==> config.mk <==
export PLATFORM = sky130hd
export DESIGN_NAME = k_of_n_repairable_equivalent_rates_core_flat
export DESIGN_NICKNAME = d
export VERILOG_FILES = /design/src/kner_pkg.sv /design/src/kner_if.sv /design/src/k_of_n_repairable_equivalent_rates_core.sv /design/src/kner_muldiv.sv /design/src/flat_wrapper.sv
export VERILOG_INCLUDE_DIRS = /design/src /design/src/src
export SDC_FILE = /design/constraint.sdc
export NUM_CORES = 2
export LEC_CHECK = 0
export BUFFER_PORTS_ARGS = -buffer_cell sky130_fd_sc_hd__buf_2
export CORE_AREA = 2 2 436 438
export DETAILED_ROUTE_END_ITERATION = 10
export DIE_AREA = 0 0 438 440
export REMOVE_ABC_BUFFERS = 1
export SLEW_MARGIN = 20
export SYNTH_ARGS = -nofsm -noshare
export SYNTH_HDL_FRONTEND = slang
export SYNTH_SLANG_ARGS = --single-unit
==> constraint.sdc <==
create_clock -name clk -period 29.9 [get_ports clk]
set_clock_uncertainty 0.2 [all_clocks]
set_input_delay 5.98 -clock clk [delete_from_list [all_inputs] [get_ports clk]]
set_output_delay 5.98 -clock clk [all_outputs]
set_load 0.05 [all_outputs]
==> src/k_of_n_repairable_equivalent_rates_core_defines.svh <==
// Assertion macros for the k-of-n equivalent rates core.
// Used by the top level; depends on clk and rst_n in the including scope.
`ifndef K_OF_N_REPAIRABLE_EQUIVALENT_RATES_CORE_DEFINES_SVH
`define K_OF_N_REPAIRABLE_EQUIVALENT_RATES_CORE_DEFINES_SVH

// clocked check, disabled during reset
`define KNER_ASSERT(lbl, prop, msg) \
  lbl: assert property (@(posedge clk) disable iff (!rst_n) prop) else $error(msg);

// clocked check that also holds during reset
`define KNER_ASSERT_ALWAYS(lbl, prop, msg) \
  lbl: assert property (@(posedge clk) prop) else $error(msg);

`endif

==> src/kner_pkg.sv <==
// Shared types and constants for the k-of-n equivalent rates core.
// No dependencies.
package kner_pkg;

  localparam int P_W    = 64;
  localparam int RATE_W = 32;

  localparam logic [P_W-1:0] P_ONE = 64'h0000_0001_0000_0000;

  typedef enum logic [1:0] {
    ERR_NONE  = 2'd0,
    ERR_ZDIV  = 2'd1,
    ERR_RANGE = 2'd2
  } kner_err_t;

  typedef enum logic [1:0] {
    RULE_ONE    = 2'd0,
    RULE_ALL    = 2'd1,
    RULE_NEEDED = 2'd2
  } kner_rule_t;

  typedef struct packed {
    logic busy;
    logic done;
  } kner_md_stat_t;

endpackage

==> src/kner_if.sv <==
// Request and result channel interfaces for the k-of-n equivalent rates core.
// No package dependency.
interface kner_in_if;
  logic        valid;
  logic        ready;
  logic [5:0]  unit_count;
  logic [1:0]  rule_kind;
  logic [5:0]  needed_units;
  logic [5:0]  state_limit;
  logic [5:0]  repair_crews;
  logic        load_shared;
  logic [31:0] unit_fail_rate;
  logic [31:0] unit_repair_rate;
  modport source (output valid, unit_count, rule_kind, needed_units, state_limit,
                  repair_crews, load_shared, unit_fail_rate, unit_repair_rate,
                  input ready);
  modport sink (input valid, unit_count, rule_kind, needed_units, state_limit,
                repair_crews, load_shared, unit_fail_rate, unit_repair_rate,
                output ready);
endinterface

interface kner_out_if;
  logic        valid;
  logic        ready;
  logic [31:0] group_fail_rate;
  logic [31:0] group_repair_rate;
  logic [1:0]  error_code;
  modport source (output valid, group_fail_rate, group_repair_rate, error_code,
                  input ready);
  modport sink (input valid, group_fail_rate, group_repair_rate, error_code,
                output ready);
endinterface

==> src/k_of_n_repairable_equivalent_rates_core.sv <==
// Equivalent failure/repair rates of a repairable k-of-n group.
// Each weight step runs start, multiply, check, divide and done in turn (the divide is skipped when the
// quotient saturates), for state_limit+1 steps plus two final quotients from accept to result.
// Throughput: one request at a time; in ready only while idle.
// Reset: synchronous active-low rst_n returns sequencer and divider to idle.
// Depends on kner_pkg, kner_if, kner_muldiv and the defines header.
`include "k_of_n_repairable_equivalent_rates_core_defines.svh"
module k_of_n_repairable_equivalent_rates_core import kner_pkg::*; #(
  parameter int MAX_UNITS  = 32,
  parameter int MAX_STATES = 32
) (
  input  logic     clk,
  input  logic     rst_n,
  kner_in_if.sink  in_req,
  kner_out_if.source out_rsp
);

  localparam int WW  = $clog2(MAX_UNITS + 1);
  localparam int IW  = $clog2(MAX_STATES + 2);
  localparam int MW  = (WW > IW) ? WW : IW;
  localparam int Y_W = RATE_W + MW;

  typedef enum logic [7:0] {
    S_IDLE  = 8'b0000_0001,
    S_STEP  = 8'b0000_0010,
    S_WAIT  = 8'b0000_0100,
    S_FIN1  = 8'b0000_1000,
    S_WAIT1 = 8'b0001_0000,
    S_FIN2  = 8'b0010_0000,
    S_WAIT2 = 8'b0100_0000,
    S_OUT   = 8'b1000_0000
  } state_t;

  state_t              state_r;
  logic [5:0]          m_r, k_r, lim_r, crews_r, d_r;
  logic                shared_r;
  logic [RATE_W-1:0]   lam_r, mu_r;
  logic [IW-1:0]       i_r;
  logic [P_W-1:0]      p_r, sum1_r, sum2_r, pd_r, pd1_r;
  logic [RATE_W-1:0]   fail_r, rep_r;
  kner_err_t           err_r;

  // request decode
  logic [5:0]  m_c, lim_c, k_c;
  logic [7:0]  dif_c;
  logic        bad_range, bad_div;

  always_comb begin
    m_c   = (32'(in_req.unit_count) > MAX_UNITS) ? 6'(MAX_UNITS) : in_req.unit_count;
    lim_c = (32'(in_req.state_limit) > MAX_STATES) ? 6'(MAX_STATES) : in_req.state_limit;
    case (kner_rule_t'(in_req.rule_kind))
      RULE_ONE:    k_c = 6'd1;
      RULE_ALL:    k_c = m_c;
      RULE_NEEDED: k_c = in_req.needed_units;
      default:     k_c = 6'd0;
    endcase
    dif_c     = {2'b00, m_c} - {2'b00, k_c};
    bad_range = dif_c[7] || (dif_c > {2'b00, lim_c});
    bad_div   = (in_req.repair_crews == 6'd0) || (in_req.unit_repair_rate == '0);
  end

  // birth-death rates at one index
  logic [IW-1:0]   idx;
  logic [7:0]      w8;
  logic [WW-1:0]   w;
  logic [IW-1:0]   c;
  logic [Y_W-1:0]  rate_a, rate_b;

  always_comb begin
    idx = (state_r == S_STEP) ? i_r : IW'({2'b00, d_r} + 8'd1);
    w8  = {2'b00, m_r} + 8'd1 - 8'(idx);
    if (8'(idx) > {2'b00, m_r} + 8'd1) w8 = 8'd0;
    if (shared_r && (w8 >= {2'b00, k_r})) w8 = {2'b00, k_r};
    w   = WW'(w8);
    c   = (8'(idx) <= {2'b00, crews_r}) ? idx : IW'(crews_r);
    rate_a = Y_W'(w) * Y_W'(lam_r);
    rate_b = Y_W'(c) * Y_W'(mu_r);
  end

  // shared multiply-divide
  logic            md_start;
  logic [P_W-1:0]  md_x, md_d, md_res;
  logic [Y_W-1:0]  md_y;
  kner_md_stat_t   md_stat;

  always_comb begin
    md_start = (state_r == S_STEP) || (state_r == S_FIN1) || (state_r == S_FIN2);
    case (state_r)
      S_FIN1: begin
        md_x = pd_r;  md_y = rate_a; md_d = sum1_r;
      end
      S_FIN2: begin
        md_x = pd1_r; md_y = rate_b; md_d = sum2_r;
      end
      default: begin
        md_x = p_r;   md_y = rate_a; md_d = P_W'(rate_b);
      end
    endcase
  end

  kner_muldiv #(.Y_W(Y_W)) u_muldiv (
    .clk   (clk),
    .rst_n (rst_n),
    .start (md_start),
    .x     (md_x),
    .y     (md_y),
    .dv    (md_d),
    .stat  (md_stat),
    .res   (md_res)
  );

  function automatic logic [P_W-1:0] add_sat(input logic [P_W-1:0] a, input logic [P_W-1:0] b);
    logic [P_W:0] s;
    s = {1'b0, a} + {1'b0, b};
    return s[P_W] ? '1 : s[P_W-1:0];
  endfunction

  function automatic logic [RATE_W-1:0] clamp32(input logic [P_W-1:0] v);
    return (v[P_W-1:RATE_W] != '0) ? '1 : v[RATE_W-1:0];
  endfunction

  logic [7:0] ie, de, le;
  assign ie = 8'(i_r);
  assign de = {2'b00, d_r};
  assign le = {2'b00, lim_r};

  always_ff @(posedge clk) begin
    if (!rst_n) begin
      state_r <= S_IDLE;
    end else begin
      unique case (state_r)
        S_IDLE: if (in_req.valid) begin
          if (bad_range || bad_div) state_r <= S_OUT;
          else state_r <= S_STEP;
        end
        S_STEP: state_r <= S_WAIT;
        S_WAIT: if (md_stat.done) begin
          if (ie == le + 8'd1) state_r <= (sum2_r == '0) ? S_OUT : S_FIN1;
          else state_r <= S_STEP;
        end
        S_FIN1:  state_r <= S_WAIT1;
        S_WAIT1: if (md_stat.done) state_r <= S_FIN2;
        S_FIN2:  state_r <= S_WAIT2;
        S_WAIT2: if (md_stat.done) state_r <= S_OUT;
        S_OUT:   if (out_rsp.ready) state_r <= S_IDLE;
        default: state_r <= S_IDLE;
      endcase
    end
  end

  always_ff @(posedge clk) begin
    case (state_r)
      S_IDLE: begin
        m_r      <= m_c;
        k_r      <= k_c;
        lim_r    <= lim_c;
        crews_r  <= in_req.repair_crews;
        shared_r <= in_req.load_shared;
        lam_r    <= in_req.unit_fail_rate;
        mu_r     <= in_req.unit_repair_rate;
        d_r      <= dif_c[5:0];
        i_r      <= IW'(1);
        p_r      <= P_ONE;
        sum1_r   <= P_ONE;
        sum2_r   <= '0;
        pd_r     <= P_ONE;
        fail_r   <= '0;
        rep_r    <= '0;
        err_r    <= bad_range ? ERR_RANGE : (bad_div ? ERR_ZDIV : ERR_NONE);
      end
      S_WAIT: if (md_stat.done) begin
        p_r <= md_res;
        if (ie <= de) sum1_r <= add_sat(sum1_r, md_res);
        else if (ie <= le) sum2_r <= add_sat(sum2_r, md_res);
        if (ie == de) pd_r <= md_res;
        if (ie == de + 8'd1) pd1_r <= md_res;
        i_r <= i_r + IW'(1);
        if ((ie == le + 8'd1) && (sum2_r == '0)) err_r <= ERR_ZDIV;
      end
      S_WAIT1: if (md_stat.done) fail_r <= clamp32(md_res);
      S_WAIT2: if (md_stat.done) rep_r <= clamp32(md_res);
      default: ;
    endcase
  end

  assign in_req.ready              = (state_r == S_IDLE);
  assign out_rsp.valid             = (state_r == S_OUT);
  assign out_rsp.group_fail_rate   = (err_r == ERR_NONE) ? fail_r : '0;
  assign out_rsp.group_repair_rate = (err_r == ERR_NONE) ? rep_r : '0;
  assign out_rsp.error_code        = err_r;

  `KNER_ASSERT(a_ready_excl, in_req.ready |-> !out_rsp.valid, "ready while result pending")
  `KNER_ASSERT(a_start_idle, md_start |-> !md_stat.busy, "muldiv started while busy")
  `KNER_ASSERT(a_done_busy, md_stat.done |-> $past(md_stat.busy), "muldiv done without work")
  `KNER_ASSERT(a_err_zero, (out_rsp.valid && (out_rsp.error_code != ERR_NONE)) |-> ((out_rsp.group_fail_rate == '0) && (out_rsp.group_repair_rate == '0)), "error result with nonzero rate")
  `KNER_ASSERT_ALWAYS(a_rst_idle, !rst_n |=> !out_rsp.valid, "result valid after reset")

endmodule

==> src/kner_muldiv.sv <==
// Shared serial multiply-divide unit: (x * y) / dv, truncated, saturated to 64 bits.
// Shift-add multiply one bit per cycle, restoring divide one bit per cycle. Uses kner_pkg.
module kner_muldiv import kner_pkg::*; #(
  parameter int Y_W = 38
) (
  input  logic             clk,
  input  logic             rst_n,
  input  logic             start,
  input  logic [P_W-1:0]   x,
  input  logic [Y_W-1:0]   y,
  input  logic [P_W-1:0]   dv,
  output kner_md_stat_t    stat,
  output logic [P_W-1:0]   res
);

  typedef enum logic [3:0] {
    MD_IDLE = 4'b0001,
    MD_MUL  = 4'b0010,
    MD_CHK  = 4'b0100,
    MD_DIV  = 4'b1000
  } md_state_t;

  md_state_t            state_r, state_nxt;
  logic [P_W-1:0]       x_r;
  logic [Y_W-1:0]       y_r;
  logic [P_W-1:0]       d_r;
  logic [2*P_W-1:0]     acc_r;
  logic [5:0]           cnt_r;
  logic [P_W-1:0]       res_r;
  logic                 done_r;
  logic [P_W:0]         rem_sh;
  logic                 take;

  assign rem_sh = {acc_r[2*P_W-1:P_W], acc_r[P_W-1]};
  assign take   = (rem_sh >= {1'b0, d_r});

  always_comb begin
    state_nxt = state_r;
    unique case (state_r)
      MD_IDLE: if (start) state_nxt = MD_MUL;
      MD_MUL:  if (cnt_r == 6'(Y_W - 1)) state_nxt = MD_CHK;
      MD_CHK:  state_nxt = (acc_r[2*P_W-1:P_W] >= d_r) ? MD_IDLE : MD_DIV;
      MD_DIV:  if (cnt_r == 6'(P_W - 1)) state_nxt = MD_IDLE;
      default: state_nxt = MD_IDLE;
    endcase
  end

  always_ff @(posedge clk) begin
    if (!rst_n) begin
      state_r <= MD_IDLE;
      done_r  <= 1'b0;
    end else begin
      state_r <= state_nxt;
      done_r  <= ((state_r == MD_CHK) && (acc_r[2*P_W-1:P_W] >= d_r)) ||
                 ((state_r == MD_DIV) && (cnt_r == 6'(P_W - 1)));
    end
  end

  always_ff @(posedge clk) begin
    unique case (state_r)
      MD_IDLE: begin
        x_r   <= x;
        y_r   <= y;
        d_r   <= dv;
        acc_r <= '0;
        cnt_r <= '0;
      end
      MD_MUL: begin
        acc_r <= (acc_r << 1) + (y_r[Y_W-1] ? {{P_W{1'b0}}, x_r} : '0);
        y_r   <= y_r << 1;
        cnt_r <= (cnt_r == 6'(Y_W - 1)) ? 6'd0 : cnt_r + 6'd1;
      end
      MD_CHK: begin
        if (acc_r[2*P_W-1:P_W] >= d_r) res_r <= '1;
      end
      MD_DIV: begin
        acc_r[2*P_W-1:P_W] <= take ? P_W'(rem_sh - {1'b0, d_r}) : rem_sh[P_W-1:0];
        acc_r[P_W-1:0]     <= {acc_r[P_W-2:0], take};
        cnt_r              <= cnt_r + 6'd1;
        if (cnt_r == 6'(P_W - 1)) res_r <= {acc_r[P_W-2:0], take};
      end
      default: ;
    endcase
  end

  assign stat.busy = (state_r != MD_IDLE);
  assign stat.done = done_r;
  assign res       = res_r;

endmodule

==> src/flat_wrapper.sv <==
// flat-port wrapper written by rule: the top's interface ports become plain ports
module k_of_n_repairable_equivalent_rates_core_flat import kner_pkg::*;
#(
  parameter int MAX_UNITS  = 32,
  parameter int MAX_STATES = 32
)
  (clk, rst_n, in_req_valid, in_req_unit_count, in_req_rule_kind, in_req_needed_units, in_req_state_limit, in_req_repair_crews, in_req_load_shared, in_req_unit_fail_rate, in_req_unit_repair_rate, in_req_ready, out_rsp_valid, out_rsp_group_fail_rate, out_rsp_group_repair_rate, out_rsp_error_code, out_rsp_ready);
  kner_in_if in_req_i ();
  kner_out_if out_rsp_i ();
  input  logic clk;
  input  logic rst_n;
  input wire logic [$bits(in_req_i.valid)-1:0] in_req_valid;
  input wire logic [$bits(in_req_i.unit_count)-1:0] in_req_unit_count;
  input wire logic [$bits(in_req_i.rule_kind)-1:0] in_req_rule_kind;
  input wire logic [$bits(in_req_i.needed_units)-1:0] in_req_needed_units;
  input wire logic [$bits(in_req_i.state_limit)-1:0] in_req_state_limit;
  input wire logic [$bits(in_req_i.repair_crews)-1:0] in_req_repair_crews;
  input wire logic [$bits(in_req_i.load_shared)-1:0] in_req_load_shared;
  input wire logic [$bits(in_req_i.unit_fail_rate)-1:0] in_req_unit_fail_rate;
  input wire logic [$bits(in_req_i.unit_repair_rate)-1:0] in_req_unit_repair_rate;
  output wire logic [$bits(in_req_i.ready)-1:0] in_req_ready;
  output wire logic [$bits(out_rsp_i.valid)-1:0] out_rsp_valid;
  output wire logic [$bits(out_rsp_i.group_fail_rate)-1:0] out_rsp_group_fail_rate;
  output wire logic [$bits(out_rsp_i.group_repair_rate)-1:0] out_rsp_group_repair_rate;
  output wire logic [$bits(out_rsp_i.error_code)-1:0] out_rsp_error_code;
  input wire logic [$bits(out_rsp_i.ready)-1:0] out_rsp_ready;
  assign in_req_i.valid = in_req_valid;
  assign in_req_i.unit_count = in_req_unit_count;
  assign in_req_i.rule_kind = in_req_rule_kind;
  assign in_req_i.needed_units = in_req_needed_units;
  assign in_req_i.state_limit = in_req_state_limit;
  assign in_req_i.repair_crews = in_req_repair_crews;
  assign in_req_i.load_shared = in_req_load_shared;
  assign in_req_i.unit_fail_rate = in_req_unit_fail_rate;
  assign in_req_i.unit_repair_rate = in_req_unit_repair_rate;
  assign in_req_ready = in_req_i.ready;
  assign out_rsp_valid = out_rsp_i.valid;
  assign out_rsp_group_fail_rate = out_rsp_i.group_fail_rate;
  assign out_rsp_group_repair_rate = out_rsp_i.group_repair_rate;
  assign out_rsp_error_code = out_rsp_i.error_code;
  assign out_rsp_i.ready = out_rsp_ready;
  k_of_n_repairable_equivalent_rates_core #(.MAX_UNITS(MAX_UNITS), .MAX_STATES(MAX_STATES)) u_core (.clk(clk), .rst_n(rst_n), .in_req(in_req_i), .out_rsp(out_rsp_i));
endmodule
==> metrics.csv <==
metric,value,unit
finish.instance_area,72300,sq um
synth_top_cell_by_area,edfxtp_1,
cp-start-kind,register,
cts_tree,yes,
drc,0,
die-height,440,um
multi_input_area,36900,sq um
n_fill_cell,18800,
slew_violations,0,
cp.arrival,11.55,ns
status,"finished, final reports clean",
path_common_cell,a21oi_1,
rows,160,
critPathRequiredTime,30.18,ns
grt-busiest-layer,met2,
viasPerCell,5.50,
core,189000,sq um
end_kind,register,
relSlewSlack,0.246,
ys_types,94,
cts_resized,0,
wire_per_inst,21.2,um
grt_max_degree,81,
overflow,0,
worstPathMaxFanout,24,
numCtsBuffers,98,
rsz0062_at_grt,no,
met2_usage,0.322,
met1_usage,0.278,
min_period_over_period,0.377,
hold_violations,0,
grt_pass1_wl,304,mm
ys_warn_count,0,
path_class,reg2reg,
cts.sinks,864,
fin_tns_setup,0,ns
drive_gt1_frac,0.0697,
grt_util_met3,0.0235,
ctsHoldBuffers,0,
synth_top_area_share,0.391,
postSynthAreaPerCell,9.66,sq um
seq_area,25800,sq um
dieArea,193000,sq um
finalWirelength,199,mm
max_freq,88.8,MHz
antenna_found_initial,6,
initial_core_util,0.347,
ys_ff_latch,864,
grtUsageTotal,0.201,
first_iter_violations,4309,
synth-edff-count,851,
cts_max_level,3,
clk_latency,0.78,ns
final_nets,7594,
drtPass1Iterations,7,
worstMarginPinSlew,1.12,ns
holdCritPathClass,reg2reg,
setup_viol,0,
placed_area,68900,sq um
ys_async_sr_fraction,0,
io_buffers,162,
area_delta_synth_final,10.6,%
clock-root-buffer,clkbuf_16,
cap_viol_max_count,0,
detail-route-antenna-nets,0,
die_w,438,um
cp_slowest_cell,mux2i_4,
ys_seq_area_frac,0.395,
first_global_vias,51000,
synth.area.top_cells,"edfxtp_1, ha_1, fa_1",
post-route-min-period,11.27,ns
holdWs,0.303,ns
place_hpwl,146,mm
synth_top_flop_cell,edfxtp_1,
vias,51700,
netlist_instances,6772,
slowest_delay,0.54,ns
cts.path.max_buffers,3,
postCtsSetupBuffers,0,
gp_congestion,0.905,
synth_area,65400,sq um
clk_pin_slew,0.06,ns
ioPinCount,163,
-- area by class of cell --
cell class | count | share of cell area
Antenna cell | 2 | 0.0000692
Tap cell | 2511 | 0.0434
Clock buffer | 120 | 0.0355
Clock inverter | 59 | 0.00981
Timing Repair Buffer | 230 | 0.0197
Multi-Input combinational cell | 5116 | 0.510
Sequential cell | 864 | 0.357
Inverter | 482 | 0.0250
-- layer usage --
| layer | part of all wire | vias up |
|---|---|---|
| met4 | 0.038 | 6 |
| met3 | 0.055 | 281 |
| met2 | 0.45 | 1481 |
| li1 | - | 24300 |
| met5 | 0.00020 | - |
| met1 | 0.45 | 25500 |
-- logic make-up (layout without fill, tap and decap cells) --
group,after synthesis,after routing,share of synthesized area
XOR/XNOR,341,341,0.0457
multiplexers,31,31,0.00497
AND/OR/NAND/NOR,2269,2269,0.173
AO/OA/AOI/OAI,1768,1768,0.172
other,0,2,0
flip-flops,864,864,0.395
adder cells (fa/ha/maj),707,707,0.164
buffers and inverters,792,891,0.0458
-- worst paths after layout --
kind / start / to / slack [ns] / cells after the start
worst min-delay path: u_core.p_r[26] / u_core.u_muldiv.x_r[26] / 0.30 / 2
worst max register to register: u_core.state_r[3] / u_core.u_muldiv.y_r[36] / 18.63 / 43
worst min register to register: u_core.p_r[26] / u_core.u_muldiv.x_r[26] / 0.30 / 2
worst max-delay path: u_core.state_r[3] / u_core.u_muldiv.y_r[36] / 18.63 / 43
-- registers in the layout, indices dropped and copies added, names as in the netlist, 2 cells and up --
name and flops:
u_core.u_muldiv.acc_r 128, u_core.p_r 64, u_core.pd1_r 64, u_core.pd_r 64, u_core.sum1_r 64, u_core.sum2_r 64
u_core.u_muldiv.d_r 64, u_core.u_muldiv.res 64, u_core.u_muldiv.x_r 64, u_core.u_muldiv.y_r 38, u_core.fail_r 32, u_core.lam_r 32
u_core.mu_r 32, u_core.rep_r 32, u_core.state_r 8, u_core.crews_r 6, u_core.d_r 6, u_core.i_r 6
u_core.k_r 6, u_core.lim_r 6, u_core.m_r 6, u_core.u_muldiv.cnt_r 6, u_core.u_muldiv.state_r 4, u_core.out_rsp.error_code 2
-- Yosys cell counts (189+ instances only) --
library cell  number
edfxtp_1         851
fa_1             248
and2_1           234
nand2_1          728
a21oi_1          575
clkbuf_1         274
ha_1             459
nor2b_1          241
inv_1            481
nor2_1           396
o21ai_0          356
xnor2_1          189
a21o_1           210
-- layout by cell type, fill, tap and decap left out, drive strengths merged, types with 32 or more instances in the layout --
cell and count:
a22o 32, clkinv 41, nor2b 241, nand2b 123
nand2 728, nand4 118, and2 235, o21bai 65
nor3 82, a21oi 575, a22oi 116, o21a 46
nor2 396, clkbuf 122, xnor2 189, o21ai 361
nor4 61, a31oi 56, ha 459, o211ai 42
nand3 115, inv 486, buf 228, and3 50
xor2 152, a21o 210, edfxtp 851, fa 248
a211oi 39
-- through the flow --
| step | setup slack [ns] | instances | util |
|---|---|---|---|
| 2_1_floorplan | 11.68 | 6462 | - |
| 3_3_place_gp | 18.52 | 9196 | 0.365 |
| 3_5_place_dp | 18.32 | 9197 | 0.365 |
| 4_1_cts | 18.32 | 9376 | 0.383 |
| 5_1_grt | 17.86 | 9382 | 0.384 |
| 6_report | 18.63 | 9384 | 0.384 |
-- critical path: cells and delay by family (launching register included) --
kind	cells	cell delay, ns
adder cells (fa/ha/maj)	7	2.87
AO/OA/AOI/OAI	18	3.55
XOR/XNOR	1	0.21
multiplexers	1	0.54
AND/OR/NAND/NOR	11	2.47
flip-flops	1	0.37
buffers and inverters	5	0.78
Power is left out: the tool's default activity adds up to more than one toggle a clock period on the data nets, which glitch-free logic cannot reach.
